==> src/sv/trpm_pkg.sv <==
// ----------------------------------------------------------------------------
// trpm_pkg: shared types and constants of the traffic rate peak meter
// Sizes of the counter, delta and rescale datapaths, the sequencer states
// and the control bundles passed between the top level and its units.
// ----------------------------------------------------------------------------
package trpm_pkg;

    // Port field widths (fixed by the interface)
    localparam int COUNT_FIELD_W   = 64;
    localparam int DELTA_FIELD_W   = 32;
    localparam int RESCALE_FIELD_W = 16;
    localparam int PCT_W           = 7;

    // Datapath sizes
    localparam int COUNTER_BITS      = 64;   // 33..64
    localparam int DELTA_BITS        = 32;   // 8..32
    localparam int RESCALE_FRAC_BITS = 16;   // 8..24

    // Bit counter of the serial subtract pass
    localparam int BIT_CNT_W = $clog2(COUNTER_BITS);
    localparam logic [BIT_CNT_W-1:0] BIT_LAST      = BIT_CNT_W'(COUNTER_BITS - 1);
    localparam logic [BIT_CNT_W-1:0] BIT_DELTA_END = BIT_CNT_W'(DELTA_BITS);

    // Divider step counter
    localparam int DIV_CNT_W = $clog2(RESCALE_FRAC_BITS + 1);

    // 100 * delta
    localparam int PROD_W = DELTA_BITS + PCT_W;

    // Direction codes
    localparam logic DIR_RX = 1'b0;
    localparam logic DIR_TX = 1'b1;

    // Transaction kinds
    localparam logic KIND_BASELINE = 1'b0;
    localparam logic KIND_MEASURE  = 1'b1;

    typedef enum logic [3:0] {
        ST_IDLE,
        ST_SUB,
        ST_CMP,
        ST_RSC_GO,
        ST_RSC_WAIT,
        ST_PCT_CHK,
        ST_MUL_HI,
        ST_MUL_LO,
        ST_PCT_GO,
        ST_PCT_WAIT,
        ST_DONE
    } state_t;

    // Control of one serial subtractor
    typedef struct packed {
        logic load_base;   // baseline takes the snapshot at once
        logic load_snap;   // snapshot register loads, borrow clears
        logic shift;       // one bit of the subtract pass
        logic keep_low;    // difference bit lies in the delta window
    } sub_ctrl_t;

    // Request to the divider
    typedef struct packed {
        logic                 start;
        logic [DIV_CNT_W-1:0] steps;
    } div_req_t;

endpackage

==> src/sv/trpm_serial_sub.sv <==
// ----------------------------------------------------------------------------
// trpm_serial_sub: bit-serial counter delta for one direction
// Holds the baseline; subtracts it from a snapshot one bit per cycle, LSB
// first, and shifts the snapshot into the baseline on the way.
// ----------------------------------------------------------------------------
module trpm_serial_sub (
    input  logic                             clk,
    input  logic                             rst_n,
    input  trpm_pkg::sub_ctrl_t              ctrl,
    input  logic [trpm_pkg::COUNTER_BITS-1:0] count,
    output logic [trpm_pkg::DELTA_BITS-1:0]   delta
);
    import trpm_pkg::*;

    logic [COUNTER_BITS-1:0] base_reg, base_next;
    logic [COUNTER_BITS-1:0] snap_reg, snap_next;
    logic [DELTA_BITS-1:0]   diff_reg, diff_next;
    logic                    borrow_reg, borrow_next;
    logic                    a_bit, b_bit, d_bit;

    assign a_bit = snap_reg[0];
    assign b_bit = base_reg[0];
    assign d_bit = a_bit ^ b_bit ^ borrow_reg;

    always_comb
    begin
        base_next   = base_reg;
        snap_next   = snap_reg;
        diff_next   = diff_reg;
        borrow_next = borrow_reg;
        if (ctrl.load_base)
        begin
            base_next = count;
        end
        if (ctrl.load_snap)
        begin
            snap_next   = count;
            borrow_next = 1'b0;
        end
        else if (ctrl.shift)
        begin
            base_next   = {a_bit, base_reg[COUNTER_BITS-1:1]};
            snap_next   = {1'b0, snap_reg[COUNTER_BITS-1:1]};
            borrow_next = (~a_bit & b_bit) | (~(a_bit ^ b_bit) & borrow_reg);
            if (ctrl.keep_low)
            begin
                diff_next = {d_bit, diff_reg[DELTA_BITS-1:1]};
            end
        end
    end

    always_ff @(posedge clk or negedge rst_n)
    begin
        if (!rst_n)
        begin
            base_reg   <= '0;
            borrow_reg <= 1'b0;
        end
        else
        begin
            base_reg   <= base_next;
            borrow_reg <= borrow_next;
        end
    end

    always_ff @(posedge clk)
    begin
        snap_reg <= snap_next;
        diff_reg <= diff_next;
    end

    // Counter went backwards: no traffic
    assign delta = borrow_reg ? '0 : diff_reg;

endmodule

==> src/sv/trpm_divider.sv <==
// ----------------------------------------------------------------------------
// trpm_divider: restoring divider, one quotient bit per cycle
// Partial remainder starts below the divisor; low dividend bits shift in
// MSB first. Quotient holds up to RESCALE_FRAC_BITS bits.
// ----------------------------------------------------------------------------
module trpm_divider (
    input  logic                                  clk,
    input  logic                                  rst_n,
    input  trpm_pkg::div_req_t                    req,
    input  logic [trpm_pkg::DELTA_BITS-1:0]        rem_init,
    input  logic [trpm_pkg::RESCALE_FRAC_BITS-1:0] low_init,
    input  logic [trpm_pkg::DELTA_BITS-1:0]        divisor,
    output logic                                  busy,
    output logic [trpm_pkg::RESCALE_FRAC_BITS-1:0] quotient
);
    import trpm_pkg::*;

    logic [DELTA_BITS-1:0]        rem_reg;
    logic [DELTA_BITS-1:0]        dvs_reg;
    logic [RESCALE_FRAC_BITS-1:0] low_reg;
    logic [RESCALE_FRAC_BITS-1:0] quo_reg;
    logic [DIV_CNT_W-1:0]         cnt_reg;
    logic [DELTA_BITS:0]          trial;
    logic [DELTA_BITS:0]          trial_sub;
    logic                         fits;

    assign trial     = {rem_reg, low_reg[RESCALE_FRAC_BITS-1]};
    assign trial_sub = trial - {1'b0, dvs_reg};
    assign fits      = (trial >= {1'b0, dvs_reg});
    assign busy      = (cnt_reg != '0);
    assign quotient  = quo_reg;

    always_ff @(posedge clk or negedge rst_n)
    begin
        if (!rst_n)
        begin
            cnt_reg <= '0;
        end
        else if (req.start)
        begin
            cnt_reg <= req.steps;
        end
        else if (busy)
        begin
            cnt_reg <= cnt_reg - 1'b1;
        end
    end

    always_ff @(posedge clk)
    begin
        if (req.start)
        begin
            rem_reg <= rem_init;
            low_reg <= low_init;
            dvs_reg <= divisor;
            quo_reg <= '0;
        end
        else if (busy)
        begin
            rem_reg <= fits ? trial_sub[DELTA_BITS-1:0] : trial[DELTA_BITS-1:0];
            low_reg <= {low_reg[RESCALE_FRAC_BITS-2:0], 1'b0};
            quo_reg <= {quo_reg[RESCALE_FRAC_BITS-2:0], fits};
        end
    end

endmodule

==> src/sv/traffic_rate_peak_meter.sv <==
// ----------------------------------------------------------------------------
// traffic_rate_peak_meter: byte counter interval and peak tracker
// Measures received/sent traffic per interval against a stored baseline,
// keeps the peak per direction and reports percent of peak and rescale.
// ----------------------------------------------------------------------------
// Usage
//   Input channel (in_valid / in_stall): one transaction per counter snapshot.
//   kind = 0 stores the snapshot as baseline, kind = 1 measures against it.
//   query_ok = 0 marks a failed query: the result is all zeros, no state moves.
//   Output channel (out_valid / out_stall): exactly one result per input.
// Sequence
//   Baseline and failed transactions go straight to the final state.
//   Measure transactions: a bit-serial subtract pass (both directions in
//   parallel), then each direction uses the shared one-bit-per-cycle divider:
//   a rescale when the peak rises, then the percent when the peak is not
//   zero. One transaction is in flight at a time; in_stall is high while it
//   is being worked on.
// Reset
//   Baselines and peaks clear to zero, the output register empties.
// Stalls
//   A finished result sits in the output register while out_stall is high;
//   the next transaction is still accepted and waits in its final state
//   until the output register frees up.
// ----------------------------------------------------------------------------
module traffic_rate_peak_meter (
    input  logic                                 clk,
    input  logic                                 rst_n,
    input  logic                                 in_valid,
    output logic                                 in_stall,
    input  logic                                 kind,
    input  logic                                 query_ok,
    input  logic [trpm_pkg::COUNT_FIELD_W-1:0]   received_count,
    input  logic [trpm_pkg::COUNT_FIELD_W-1:0]   sent_count,
    output logic                                 out_valid,
    input  logic                                 out_stall,
    output logic [trpm_pkg::PCT_W-1:0]           download_percent,
    output logic [trpm_pkg::PCT_W-1:0]           upload_percent,
    output logic [trpm_pkg::DELTA_FIELD_W-1:0]   download_delta,
    output logic [trpm_pkg::DELTA_FIELD_W-1:0]   upload_delta,
    output logic [trpm_pkg::RESCALE_FIELD_W-1:0] download_rescale,
    output logic                                 download_rescale_valid,
    output logic [trpm_pkg::RESCALE_FIELD_W-1:0] upload_rescale,
    output logic                                 upload_rescale_valid,
    output logic                                 redraw
);
    import trpm_pkg::*;

    // Sequencer
    state_t state_reg, state_next;

    logic                   in_take;
    logic                   is_measure;
    sub_ctrl_t              sub_ctrl;
    div_req_t               div_req;
    logic                   div_pct;
    logic                   rsc_load;
    logic                   pct_load;
    logic                   mul_hi;
    logic                   mul_lo;
    logic                   adv_dir;
    logic                   out_load;
    logic                   out_free;

    // Working state
    logic [BIT_CNT_W-1:0]   bit_cnt_reg;
    logic                   meas_reg;
    logic                   dir_reg;
    logic [DELTA_BITS-1:0]  peak_rx_reg, peak_tx_reg;
    logic [PCT_W-1:0]       pct_rx_reg, pct_tx_reg;
    logic [RESCALE_FRAC_BITS-1:0] rsc_rx_reg, rsc_tx_reg;
    logic                   rv_rx_reg, rv_tx_reg;
    logic [PROD_W-1:0]      mul_reg;
    logic [PROD_W-1:0]      delta_ext;

    // Output register
    logic                   out_valid_reg;
    logic [PCT_W-1:0]       out_pct_rx_reg, out_pct_tx_reg;
    logic [DELTA_FIELD_W-1:0]   out_dlt_rx_reg, out_dlt_tx_reg;
    logic [RESCALE_FIELD_W-1:0] out_rsc_rx_reg, out_rsc_tx_reg;
    logic                   out_rv_rx_reg, out_rv_tx_reg;

    // Datapath links
    logic [DELTA_BITS-1:0]  rx_delta, tx_delta;
    logic [DELTA_BITS-1:0]  cur_delta, cur_peak;
    logic [DELTA_BITS-1:0]  div_rem_init, div_divisor;
    logic [RESCALE_FRAC_BITS-1:0] div_low_init;
    logic [RESCALE_FRAC_BITS-1:0] div_quo;
    logic                   div_busy;

    assign in_stall   = (state_reg != ST_IDLE);
    assign in_take    = in_valid && !in_stall;
    assign is_measure = query_ok && (kind == KIND_MEASURE);
    assign out_free   = !out_valid_reg || !out_stall;

    assign cur_delta = (dir_reg == DIR_TX) ? tx_delta : rx_delta;
    assign cur_peak  = (dir_reg == DIR_TX) ? peak_tx_reg : peak_rx_reg;
    assign delta_ext = PROD_W'(cur_delta);

    // ------------------------------------------------------------------
    // Next state
    // ------------------------------------------------------------------
    always_comb
    begin
        state_next = state_reg;
        unique case (state_reg)
            ST_IDLE:
            begin
                if (in_take)
                begin
                    state_next = is_measure ? ST_SUB : ST_DONE;
                end
            end
            ST_SUB:
            begin
                if (bit_cnt_reg == BIT_LAST)
                begin
                    state_next = ST_CMP;
                end
            end
            ST_CMP:
            begin
                state_next = (cur_delta > cur_peak) ? ST_RSC_GO : ST_PCT_CHK;
            end
            ST_RSC_GO:
            begin
                state_next = ST_RSC_WAIT;
            end
            ST_RSC_WAIT:
            begin
                if (!div_busy)
                begin
                    state_next = ST_PCT_CHK;
                end
            end
            ST_PCT_CHK:
            begin
                if (cur_peak != '0)
                begin
                    state_next = ST_MUL_HI;
                end
                else
                begin
                    state_next = (dir_reg == DIR_RX) ? ST_CMP : ST_DONE;
                end
            end
            ST_MUL_HI:
            begin
                state_next = ST_MUL_LO;
            end
            ST_MUL_LO:
            begin
                state_next = ST_PCT_GO;
            end
            ST_PCT_GO:
            begin
                state_next = ST_PCT_WAIT;
            end
            ST_PCT_WAIT:
            begin
                if (!div_busy)
                begin
                    state_next = (dir_reg == DIR_RX) ? ST_CMP : ST_DONE;
                end
            end
            ST_DONE:
            begin
                if (out_free)
                begin
                    state_next = ST_IDLE;
                end
            end
            default:
            begin
                state_next = ST_IDLE;
            end
        endcase
    end

    // ------------------------------------------------------------------
    // Sequencer outputs
    // ------------------------------------------------------------------
    always_comb
    begin
        sub_ctrl     = '0;
        div_req      = '0;
        div_pct      = 1'b0;
        rsc_load     = 1'b0;
        pct_load     = 1'b0;
        mul_hi       = 1'b0;
        mul_lo       = 1'b0;
        adv_dir      = 1'b0;
        out_load     = 1'b0;
        unique case (state_reg)
            ST_IDLE:
            begin
                sub_ctrl.load_base = in_take && query_ok && (kind == KIND_BASELINE);
                sub_ctrl.load_snap = in_take && is_measure;
            end
            ST_SUB:
            begin
                sub_ctrl.shift    = 1'b1;
                sub_ctrl.keep_low = (bit_cnt_reg < BIT_DELTA_END);
            end
            ST_RSC_GO:
            begin
                div_req.start = 1'b1;
                div_req.steps = DIV_CNT_W'(RESCALE_FRAC_BITS);
            end
            ST_RSC_WAIT:
            begin
                rsc_load = !div_busy;
            end
            ST_PCT_CHK:
            begin
                adv_dir = (cur_peak == '0) && (dir_reg == DIR_RX);
            end
            ST_MUL_HI:
            begin
                mul_hi = 1'b1;
            end
            ST_MUL_LO:
            begin
                mul_lo = 1'b1;
            end
            ST_PCT_GO:
            begin
                div_pct       = 1'b1;
                div_req.start = 1'b1;
                div_req.steps = DIV_CNT_W'(PCT_W);
            end
            ST_PCT_WAIT:
            begin
                pct_load = !div_busy;
                adv_dir  = !div_busy && (dir_reg == DIR_RX);
            end
            ST_DONE:
            begin
                out_load = out_free;
            end
            default:
            begin
            end
        endcase
    end

    always_ff @(posedge clk or negedge rst_n)
    begin
        if (!rst_n)
        begin
            state_reg <= ST_IDLE;
        end
        else
        begin
            state_reg <= state_next;
        end
    end

    // ------------------------------------------------------------------
    // Serial subtract: one unit per direction, shared bit counter
    // ------------------------------------------------------------------
    trpm_serial_sub u_sub_rx (
        .clk   (clk),
        .rst_n (rst_n),
        .ctrl  (sub_ctrl),
        .count (received_count[COUNTER_BITS-1:0]),
        .delta (rx_delta)
    );

    trpm_serial_sub u_sub_tx (
        .clk   (clk),
        .rst_n (rst_n),
        .ctrl  (sub_ctrl),
        .count (sent_count[COUNTER_BITS-1:0]),
        .delta (tx_delta)
    );

    always_ff @(posedge clk or negedge rst_n)
    begin
        if (!rst_n)
        begin
            bit_cnt_reg <= '0;
        end
        else if (in_take)
        begin
            bit_cnt_reg <= '0;
        end
        else if (sub_ctrl.shift)
        begin
            bit_cnt_reg <= bit_cnt_reg + 1'b1;
        end
    end

    // ------------------------------------------------------------------
    // Shared divider
    //   rescale: (old_peak << RESCALE_FRAC_BITS) / delta, old_peak < delta
    //   percent: (100 * delta) / peak, delta <= peak so quotient fits 7 bits
    // ------------------------------------------------------------------
    always_comb
    begin
        if (div_pct)
        begin
            div_rem_init = mul_reg[PROD_W-1:PCT_W];
            div_low_init = {mul_reg[PCT_W-1:0], {(RESCALE_FRAC_BITS-PCT_W){1'b0}}};
            div_divisor  = cur_peak;
        end
        else
        begin
            div_rem_init = cur_peak;
            div_low_init = '0;
            div_divisor  = cur_delta;
        end
    end

    trpm_divider u_div (
        .clk      (clk),
        .rst_n    (rst_n),
        .req      (div_req),
        .rem_init (div_rem_init),
        .low_init (div_low_init),
        .divisor  (div_divisor),
        .busy     (div_busy),
        .quotient (div_quo)
    );

    // 100 * delta = 64 * delta + 32 * delta + 4 * delta, in two steps (ST_MUL_HI, ST_MUL_LO)
    always_ff @(posedge clk)
    begin
        if (mul_hi)
        begin
            mul_reg <= (delta_ext << 6) + (delta_ext << 5);
        end
        else if (mul_lo)
        begin
            mul_reg <= mul_reg + (delta_ext << 2);
        end
    end

    // ------------------------------------------------------------------
    // Peaks and per-transaction results
    // ------------------------------------------------------------------
    always_ff @(posedge clk or negedge rst_n)
    begin
        if (!rst_n)
        begin
            peak_rx_reg <= '0;
            peak_tx_reg <= '0;
            meas_reg    <= 1'b0;
            dir_reg     <= DIR_RX;
            rv_rx_reg   <= 1'b0;
            rv_tx_reg   <= 1'b0;
        end
        else if (in_take)
        begin
            meas_reg  <= is_measure;
            dir_reg   <= DIR_RX;
            rv_rx_reg <= 1'b0;
            rv_tx_reg <= 1'b0;
        end
        else
        begin
            if (rsc_load)
            begin
                if (dir_reg == DIR_TX)
                begin
                    peak_tx_reg <= cur_delta;
                    rv_tx_reg   <= 1'b1;
                end
                else
                begin
                    peak_rx_reg <= cur_delta;
                    rv_rx_reg   <= 1'b1;
                end
            end
            if (adv_dir)
            begin
                dir_reg <= DIR_TX;
            end
        end
    end

    always_ff @(posedge clk)
    begin
        if (in_take)
        begin
            pct_rx_reg <= '0;
            pct_tx_reg <= '0;
            rsc_rx_reg <= '0;
            rsc_tx_reg <= '0;
        end
        else
        begin
            if (rsc_load)
            begin
                if (dir_reg == DIR_TX)
                begin
                    rsc_tx_reg <= div_quo;
                end
                else
                begin
                    rsc_rx_reg <= div_quo;
                end
            end
            if (pct_load)
            begin
                if (dir_reg == DIR_TX)
                begin
                    pct_tx_reg <= div_quo[PCT_W-1:0];
                end
                else
                begin
                    pct_rx_reg <= div_quo[PCT_W-1:0];
                end
            end
        end
    end

    // ------------------------------------------------------------------
    // Output register
    // ------------------------------------------------------------------
    always_ff @(posedge clk or negedge rst_n)
    begin
        if (!rst_n)
        begin
            out_valid_reg <= 1'b0;
        end
        else if (out_load)
        begin
            out_valid_reg <= 1'b1;
        end
        else if (!out_stall)
        begin
            out_valid_reg <= 1'b0;
        end
    end

    always_ff @(posedge clk)
    begin
        if (out_load)
        begin
            out_pct_rx_reg <= pct_rx_reg;
            out_pct_tx_reg <= pct_tx_reg;
            out_dlt_rx_reg <= meas_reg ? DELTA_FIELD_W'(rx_delta) : '0;
            out_dlt_tx_reg <= meas_reg ? DELTA_FIELD_W'(tx_delta) : '0;
            out_rsc_rx_reg <= RESCALE_FIELD_W'(rsc_rx_reg);
            out_rsc_tx_reg <= RESCALE_FIELD_W'(rsc_tx_reg);
            out_rv_rx_reg  <= rv_rx_reg;
            out_rv_tx_reg  <= rv_tx_reg;
        end
    end

    assign out_valid              = out_valid_reg;
    assign download_percent       = out_pct_rx_reg;
    assign upload_percent         = out_pct_tx_reg;
    assign download_delta         = out_dlt_rx_reg;
    assign upload_delta           = out_dlt_tx_reg;
    assign download_rescale       = out_rsc_rx_reg;
    assign download_rescale_valid = out_rv_rx_reg;
    assign upload_rescale         = out_rsc_tx_reg;
    assign upload_rescale_valid   = out_rv_tx_reg;
    assign redraw                 = out_rv_rx_reg | out_rv_tx_reg;

endmodule

==> config.mk <==
export PLATFORM = sky130hd
export DESIGN_NAME = traffic_rate_peak_meter
export DESIGN_NICKNAME = d
export VERILOG_FILES = /design/src/sv/trpm_pkg.sv /design/src/sv/trpm_serial_sub.sv /design/src/sv/trpm_divider.sv /design/src/sv/traffic_rate_peak_meter.sv
export SDC_FILE = /design/constraint.sdc
export NUM_CORES = 1
export LEC_CHECK = 0
export ABC_CLOCK_PERIOD_IN_PS = 9900
export BUFFER_PORTS_ARGS = -buffer_cell sky130_fd_sc_hd__buf_2
export CAP_MARGIN = 30
export CORE_MARGIN = 2
export CORE_UTILIZATION = 57
export CTS_CLUSTER_DIAMETER = 120
export DETAILED_ROUTE_END_ITERATION = 16
export PLACE_DENSITY_LB_ADDON = 0.25
export SYNTH_ARGS = -nofsm -noshare
export SYNTH_HDL_FRONTEND = slang
export SYNTH_SLANG_ARGS = --single-unit
==> constraint.sdc <==
create_clock -name clk -period 9.9 [get_ports clk]
set_input_delay 0.99 -clock clk [delete_from_list [all_inputs] [get_ports clk]]
set_output_delay 0.99 -clock clk [all_outputs]
set_load 0.02 [all_outputs]
==> results of run 1 <==
## worst min-delay path by stage
stage,to
after floorplan,download_percent[0]
after global placement,download_rescale[4]
after detailed placement,upload_rescale[9]
after CTS,u_sub_rx.base_reg[39]
after global routing,u_sub_rx.base_reg[39]
final,u_sub_rx.base_reg[39]
## cells by family (layout without fill, tap and decap cells)
kind of cell             after synthesis  count (layout)  share of synthesized area (%)
AND/OR/NAND/NOR                      914             914                          12.12
AO/OA/AOI/OAI                        709             709                          12.78
flip-flops                           686             686                          54.96
multiplexers                         324             324                          9.897
buffers and inverters                263             518                          3.037
adder cells (fa/ha/maj)              135             135                          4.990
XOR/XNOR                              87              87                          2.215
other                                  0               9                              0
## cells in the mapped netlist (6+ instances only)
cell | count | area [um^2]
nor3b_1 | 6 | 45.04
o221ai_1 | 17 | 148.9
inv_1 | 100 | 375.4
mux2i_1 | 195 | 1952
a21o_1 | 49 | 367.9
or3_1 | 12 | 75.07
dfxtp_1 | 62 | 1241
xor2_1 | 37 | 324.1
buf_1 | 16 | 60.06
and2_1 | 44 | 275.3
o21bai_1 | 16 | 120.1
a22o_1 | 6 | 52.55
and3_1 | 53 | 331.6
a31oi_1 | 17 | 106.4
o211ai_1 | 10 | 75.07
o31ai_1 | 13 | 97.59
clkbuf_1 | 113 | 424.2
nand2b_1 | 10 | 62.56
nand3_1 | 37 | 185.2
mux2_2 | 129 | 1453
a21oi_1 | 195 | 975.9
o21a_1 | 39 | 292.8
ha_1 | 130 | 1627
dfrtp_1 | 214 | 5355
xnor2_1 | 50 | 437.9
a211oi_1 | 13 | 97.59
nor2b_1 | 47 | 294.0
a221oi_2 | 7 | 105.1
nand2_1 | 461 | 1730
o21ai_0 | 255 | 1276
nor4_1 | 6 | 37.54
edfxtp_1 | 410 | 12310
buf_2 | 31 | 155.2
nand4_1 | 29 | 181.4
nor2_1 | 158 | 593.1
nor3_1 | 23 | 115.1
## per-stage QoR
step | total power, mW | worst slack [ns]
2_1_floorplan | 9.815 | 2.871
3_3_place_gp | 11.36 | 5.272
3_5_place_dp | 11.60 | 5.180
4_1_cts | 14.45 | 5.118
5_1_grt | 15.45 | 4.711
6_report | 14.51 | 5.080
## metal layers
layer  up-vias  part of all wire [%]  routed length, um
met1     12250                    41              35260
met5         -                  0.14                117
met2       796                    49              41960
li1      11680                     -                  -
met3       204                   6.3               5397
met4        18                   3.5               3034
## cell type report
class,instances,area [um^2],area share (%)
diodes,9,22.52,0.05794
clock buffers,98,2052,5.279
clock inverters,37,439.2,1.130
inverters,100,375.4,0.9656
multi-input cells,2169,14510,37.33
flip-flops and latches,686,18910,48.65
well taps,782,978.4,2.517
repair buffers,283,1583,4.072
## power groups by stage
| stage | combinational (mW) | clock (mW) | sequential [mW] |
|---|---|---|---|
| finish | 6.82 | 2.81 | 4.87 |
| global placement | 6.49 | 0 | 4.87 |
| global route | 7.54 | 2.95 | 4.96 |
| floorplan | 5.05 | 0 | 4.76 |
| detailed placement | 6.69 | 0 | 4.91 |
| CTS | 6.74 | 2.85 | 4.86 |
==> results.py, run 1 <==
metrics = {
    "grt": {
        "grt_pass1_vias": 25070,
        "met2_usage_pct": 45.66,
        "gr-usage-met1_pct": 34.91,
        "gr-total-overflow": 0,
        "antenna_found_initial": 18,
        "top_usage_layer": "met2",
        "grt_max_degree": 261,
        "grt_pass1_wl_mm": 135.4,
        "track_usage_pct": 27.25,
        "grtUsageMet3_pct": 5.622,
    },
    "pwr": {
        "p_sw_share_pct": 40.50,
        "powerDensity_nw_per_um2": 373.1,
        "p_leak_nw": 16.71,
        "p_int_mw": 8.630,
        "power.switching_mw": 5.875,
        "power_frac_comb_pct": 47.0,
        "clock_power_share_pct": 19.4,
        "seqPwrFrac_pct": 33.6,
        "ir_drop_mv": 0.1942,
    },
    "clock_network": {
        "cts_root_buf": "clkbuf_16",
        "cts_htree_levels": 3,
        "cts_resized": 0,
        "cts.sink_count": 686,
        "cts.path.max_buffers": 3,
        "postCtsSetupBuffers": 0,
        "clk_pin_slew_worst_paths_ns": 0.06,
        "postCtsHoldBufs": 0,
        "clk_latency_ns": 0.64,
        "tritoncts": "done",
        "cts_buffers": 73,
    },
    "floorplan": {
        "die_w_um": 249.7,
        "io_pins": 249,
        "coreArea_um2": 60020,
        "die_height_um": 249.7,
        "start_util_pct": 57.31,
        "dieArea_um2": 62330,
        "fp-row-count": 90,
    },
    "timing": {
        "hold_violations": 0,
        "timing.hold.ws_ns": 0.3537,
        "clock_skew_ns": 0.03007,
        "rsz0062_at_grt": "no",
        "setup_viol": 0,
        "fin_setup_tns_ns": 0,
        "relSlewSlack_pct": 32.63,
        "fin_crit_sh_pct": 48.68,
        "period_minus_slack_ns": 4.820,
        "slew_viol_final": 0,
        "clock.fmax_mhz": 207.5,
        "tightest_slew_ns": 0.9824,
    },
    "finish": {
        "final_common_cell": "nand2_1",
        "fin_cells": 4164,
        "drive_gt1_share_pct": 17.05,
        "nNetsFinal": 3581,
        "mostFrequentLayoutCells": "460 x nand2_1, 410 x edfxtp_1, 255 x o21ai_0",
        "stdcell_area_um2": 38870,
        "area_growth_pct": 13.00,
        "nFillCells": 4634,
        "fin_util_pct": 64.77,
    },
    "setup_path": {
        "end_kind": "flip-flop",
        "crit_fanout": 60,
        "crit_path_start_kind": "flip-flop",
        "crit_path_max_incr_delay_ns": 0.83,
        "cp_top_family": "compound AO/OA/AOI/OAI gates",
        "cp.arrival_ns": 5.16,
        "rrSetupSlack_ns": 5.08,
        "startpoint": "dir_reg",
        "path_buf_inv": 2,
        "regToRegStartpoint": "dir_reg",
        "critPathRequiredTime_ns": 10.24,
        "r2r-end": "mul_reg[35]",
        "crit_type": "reg2reg",
        "cp.depth": 14,
        "cp_slowest_cell": "dfrtp_4",
        "crit_top_cell": "a21o_1",
        "critPathCapture": "mul_reg[35]",
        "path_cells": "buf_4, nand2_1, o21a_1, inv_1, ha_1, a21o_1, a21o_1, a22o_1, a211oi_1, or3_1, a311oi_2, o21ai_0, xor2_1, a21oi_1",
        "worstRegToRegCells": 14,
    },
    "status": {
        "status": "completed",
    },
    "synthesis": {
        "ys_warn_count": 0,
        "synth_cell_types": 86,
        "synth-seq-area-share_pct": 54.96,
        "synth-edff-count": 410,
        "async_reset_ff_share_pct": 31.20,
        "syn_avg_cell_area_um2": 11.03,
        "ys_seq_elements": 686,
        "netlist_instances": 3118,
        "synth_fp_nets": 3386,
        "syn_area_um2": 34400,
        "synth_ff_type": "edfxtp_1",
    },
    "place": {
        "place_congestion": 0.9767,
        "placed_area_um2": 36330,
        "dpl.hpwl_mm": 60.70,
        "numPortBuffers": 248,
        "dp_cells": 4018,
    },
    "run": {
        "drv_cap": 0,
    },
    "routing": {
        "vias": 24940,
        "drc_errors": 0,
        "drt_iter0_markers": 2066,
        "wl_mm": 85.76,
        "antenna_left": 0,
        "wl_per_cell_um": 20.60,
        "via_per_inst": 5.990,
        "dr.pass1.iters": 6,
    },
    "worst_hold_path": {
        "min_path_type": "in2async",
    },
}
Note: power is estimated with default switching activity, not from simulation.
==> run 2: changes to the inputs <==
ABC_CLOCK_PERIOD_IN_PS = 4200   (was 9900)
CORE_UTILIZATION = 55   (was 57)
clock period = 4.2 ns   (was 9.9 ns; I/O delays follow)
==> results.py, run 2 (synthesized netlist as in run 1, its figures left out) <==
metrics = {
    "routing": {
        "wl_mm": 88.96,
        "via_per_inst": 5.829,
        "vias": 25020,
        "dr.pass1.iters": 5,
        "wl_per_cell_um": 20.73,
        "drc_errors": 0,
        "antenna_left": 0,
        "drt_iter0_markers": 1957,
    },
    "clock_network": {
        "clk_pin_slew_worst_paths_ns": 0.06,
        "postCtsSetupBuffers": 0,
        "cts_root_buf": "clkbuf_16",
        "clk_latency_ns": 0.64,
        "cts.path.max_buffers": 3,
        "cts_htree_levels": 3,
        "tritoncts": "done",
        "cts.sink_count": 686,
        "cts_buffers": 73,
    },
    "grt": {
        "track_usage_pct": 27.61,
        "grt_max_degree": 129,
        "grt_pass1_wl_mm": 138.9,
        "antenna_found_initial": 22,
        "grt_pass1_vias": 24800,
        "gr-total-overflow": 0,
    },
    "timing": {
        "clock.fmax_mhz": 247.5,
        "timing.hold.ws_ns": 0.07861,
        "fin_crit_sh_pct": 96.20,
        "relSlewSlack_pct": 35.11,
        "tightest_slew_ns": 0.9733,
        "hold_violations": 0,
        "fin_setup_tns_ns": 0,
        "rsz0062_at_grt": "no",
        "period_minus_slack_ns": 4.040,
        "clock_skew_ns": 0.02686,
        "setup_viol": 0,
        "slew_viol_final": 0,
    },
    "setup_path": {
        "crit_path_max_incr_delay_ns": 0.51,
        "crit_type": "reg2reg",
        "cp_top_family": "compound AO/OA/AOI/OAI gates",
        "path_cells": "clkinvlp_4, buf_4, nand2_1, o21a_1, inv_1, ha_1, o21ai_0, a211oi_1, o22ai_1, or3_1, nand4_2, a311oi_2, buf_4, o21ai_1, or3b_1, a21oi_1",
        "worstRegToRegCells": 16,
        "cp.arrival_ns": 4.50,
        "r2r-end": "mul_reg[36]",
        "cp_slowest_cell": "ha_1",
        "regToRegStartpoint": "u_sub_rx.borrow_reg",
        "end_kind": "flip-flop",
        "rrSetupSlack_ns": 0.16,
        "path_buf_inv": 4,
        "crit_fanout": 13,
        "crit_top_cell": "buf_4",
        "critPathRequiredTime_ns": 4.66,
        "crit_path_start_kind": "flip-flop",
    },
    "place": {
        "numPortBuffers": 248,
        "dpl.hpwl_mm": 63.95,
        "place_congestion": 0.9939,
    },
    "worst_hold_path": {
        "hold_path_startpoint": "received_count[30]",
        "min_path_cells": 3,
        "min_to": "u_sub_rx.base_reg[30]",
        "min_path_type": "in2reg",
    },
    "pwr": {
        "seqPwrFrac_pct": 32.6,
        "p_leak_nw": 17.08,
        "total_power_mw": 35.00,
        "p_sw_share_pct": 40.49,
        "powerDensity_nw_per_um2": 884.0,
        "ir_drop_mv": 0.5943,
        "clock_power_share_pct": 18.9,
        "p_int_mw": 20.83,
        "power.switching_mw": 14.17,
        "power_frac_comb_pct": 48.5,
    },
    "finish": {
        "final_common_cell": "nand2_1",
        "nNetsFinal": 3653,
        "nFillCells": 4849,
        "multi_input_area_um2": 14550,
        "area_growth_pct": 15.09,
        "fin_util_pct": 64.04,
        "seq_area_um2": 18910,
        "drive_gt1_share_pct": 18.96,
        "mostFrequentLayoutCells": "460 x nand2_1, 410 x edfxtp_1, 255 x o21ai_0",
    },
    "floorplan": {
        "dieArea_um2": 64560,
        "die_w_um": 254.1,
        "start_util_pct": 55.64,
        "coreArea_um2": 61830,
        "io_pins": 249,
        "fp-row-count": 91,
        "die_height_um": 254.1,
    },
    "run": {
        "drv_cap": 0,
    },
    "status": {
        "status": "completed",
    },
}
run 2: cell type report:
class	count	share of cell area, %
well taps	837	2.645
repair buffers	355	5.550
diodes	11	0.06953
clock inverters	31	0.9386
clock buffers	103	5.313
flip-flops and latches	686	47.77
multi-input cells	2169	36.76
inverters	100	0.9576
run 2: power by group through the flow:
| stage | Clock, mW | Combinational [mW] | Sequential (mW) |
|---|---|---|---|
| floorplan | 0 | 11.9 | 11.2 |
| finish | 6.61 | 17.0 | 11.4 |
| CTS | 6.72 | 16.8 | 11.4 |
| global route | 6.95 | 18.7 | 11.6 |
| detailed placement | 0 | 16.7 | 11.5 |
| global placement | 0 | 16.3 | 11.4 |
run 2: timing repair:
item | in CTS | in global routing
resized for setup | 0 | 10
setup endpoints to repair | 0 | 8
endpoints found under the hold margin | 87 | 0
hold buffers | 1 | 0
run 2: worst max-delay path by stage:
stage / start / endpoint / slack (ns) / cells past startpoint
after floorplan: dir_reg / mul_reg[22] / 0.08 / 17
after global placement: u_sub_rx.borrow_reg / mul_reg[38] / 0.19 / 16
after detailed placement: u_sub_rx.borrow_reg / mul_reg[38] / 0.16 / 16
after CTS: u_sub_rx.borrow_reg / mul_reg[38] / 0.12 / 16
after global routing: u_sub_rx.borrow_reg / mul_reg[36] / 0.03 / 16
final: u_sub_rx.borrow_reg / mul_reg[36] / 0.16 / 16
run 2: per-stage QoR:
stage | std cells | setup WS [ns] | instance area (um^2)
global placement | 4143 | 0.1903 | 37000
finish | 4292 | 0.1596 | 39590
floorplan | 3118 | 0.07618 | 34420
detailed placement | 4146 | 0.1574 | 37030
CTS | 4281 | 0.1240 | 39510
global route | 4290 | 0.02862 | 39590
run 2: routing by layer:
| metal | track usage [%] | routed length, um |
|---|---|---|
| met1 | 36.92 | 38560 |
| met5 | 0 | 121 |
| met4 | 8.773 | 2436 |
| met3 | 5.326 | 5241 |
| met2 | 45.53 | 42610 |
run 2: worst reg2reg max path: stages, from the launching register on:
cell	delay (ns)
dfrtp_1	0.39
clkinvlp_4	0.26
buf_4	0.28
nand2_1	0.07
o21a_1	0.16
inv_1	0.17
ha_1	0.51
o21ai_0	0.14
a211oi_1	0.31
o22ai_1	0.14
or3_1	0.43
nand4_2	0.15
a311oi_2	0.12
buf_4	0.17
o21ai_1	0.09
or3b_1	0.36
a21oi_1	0.13
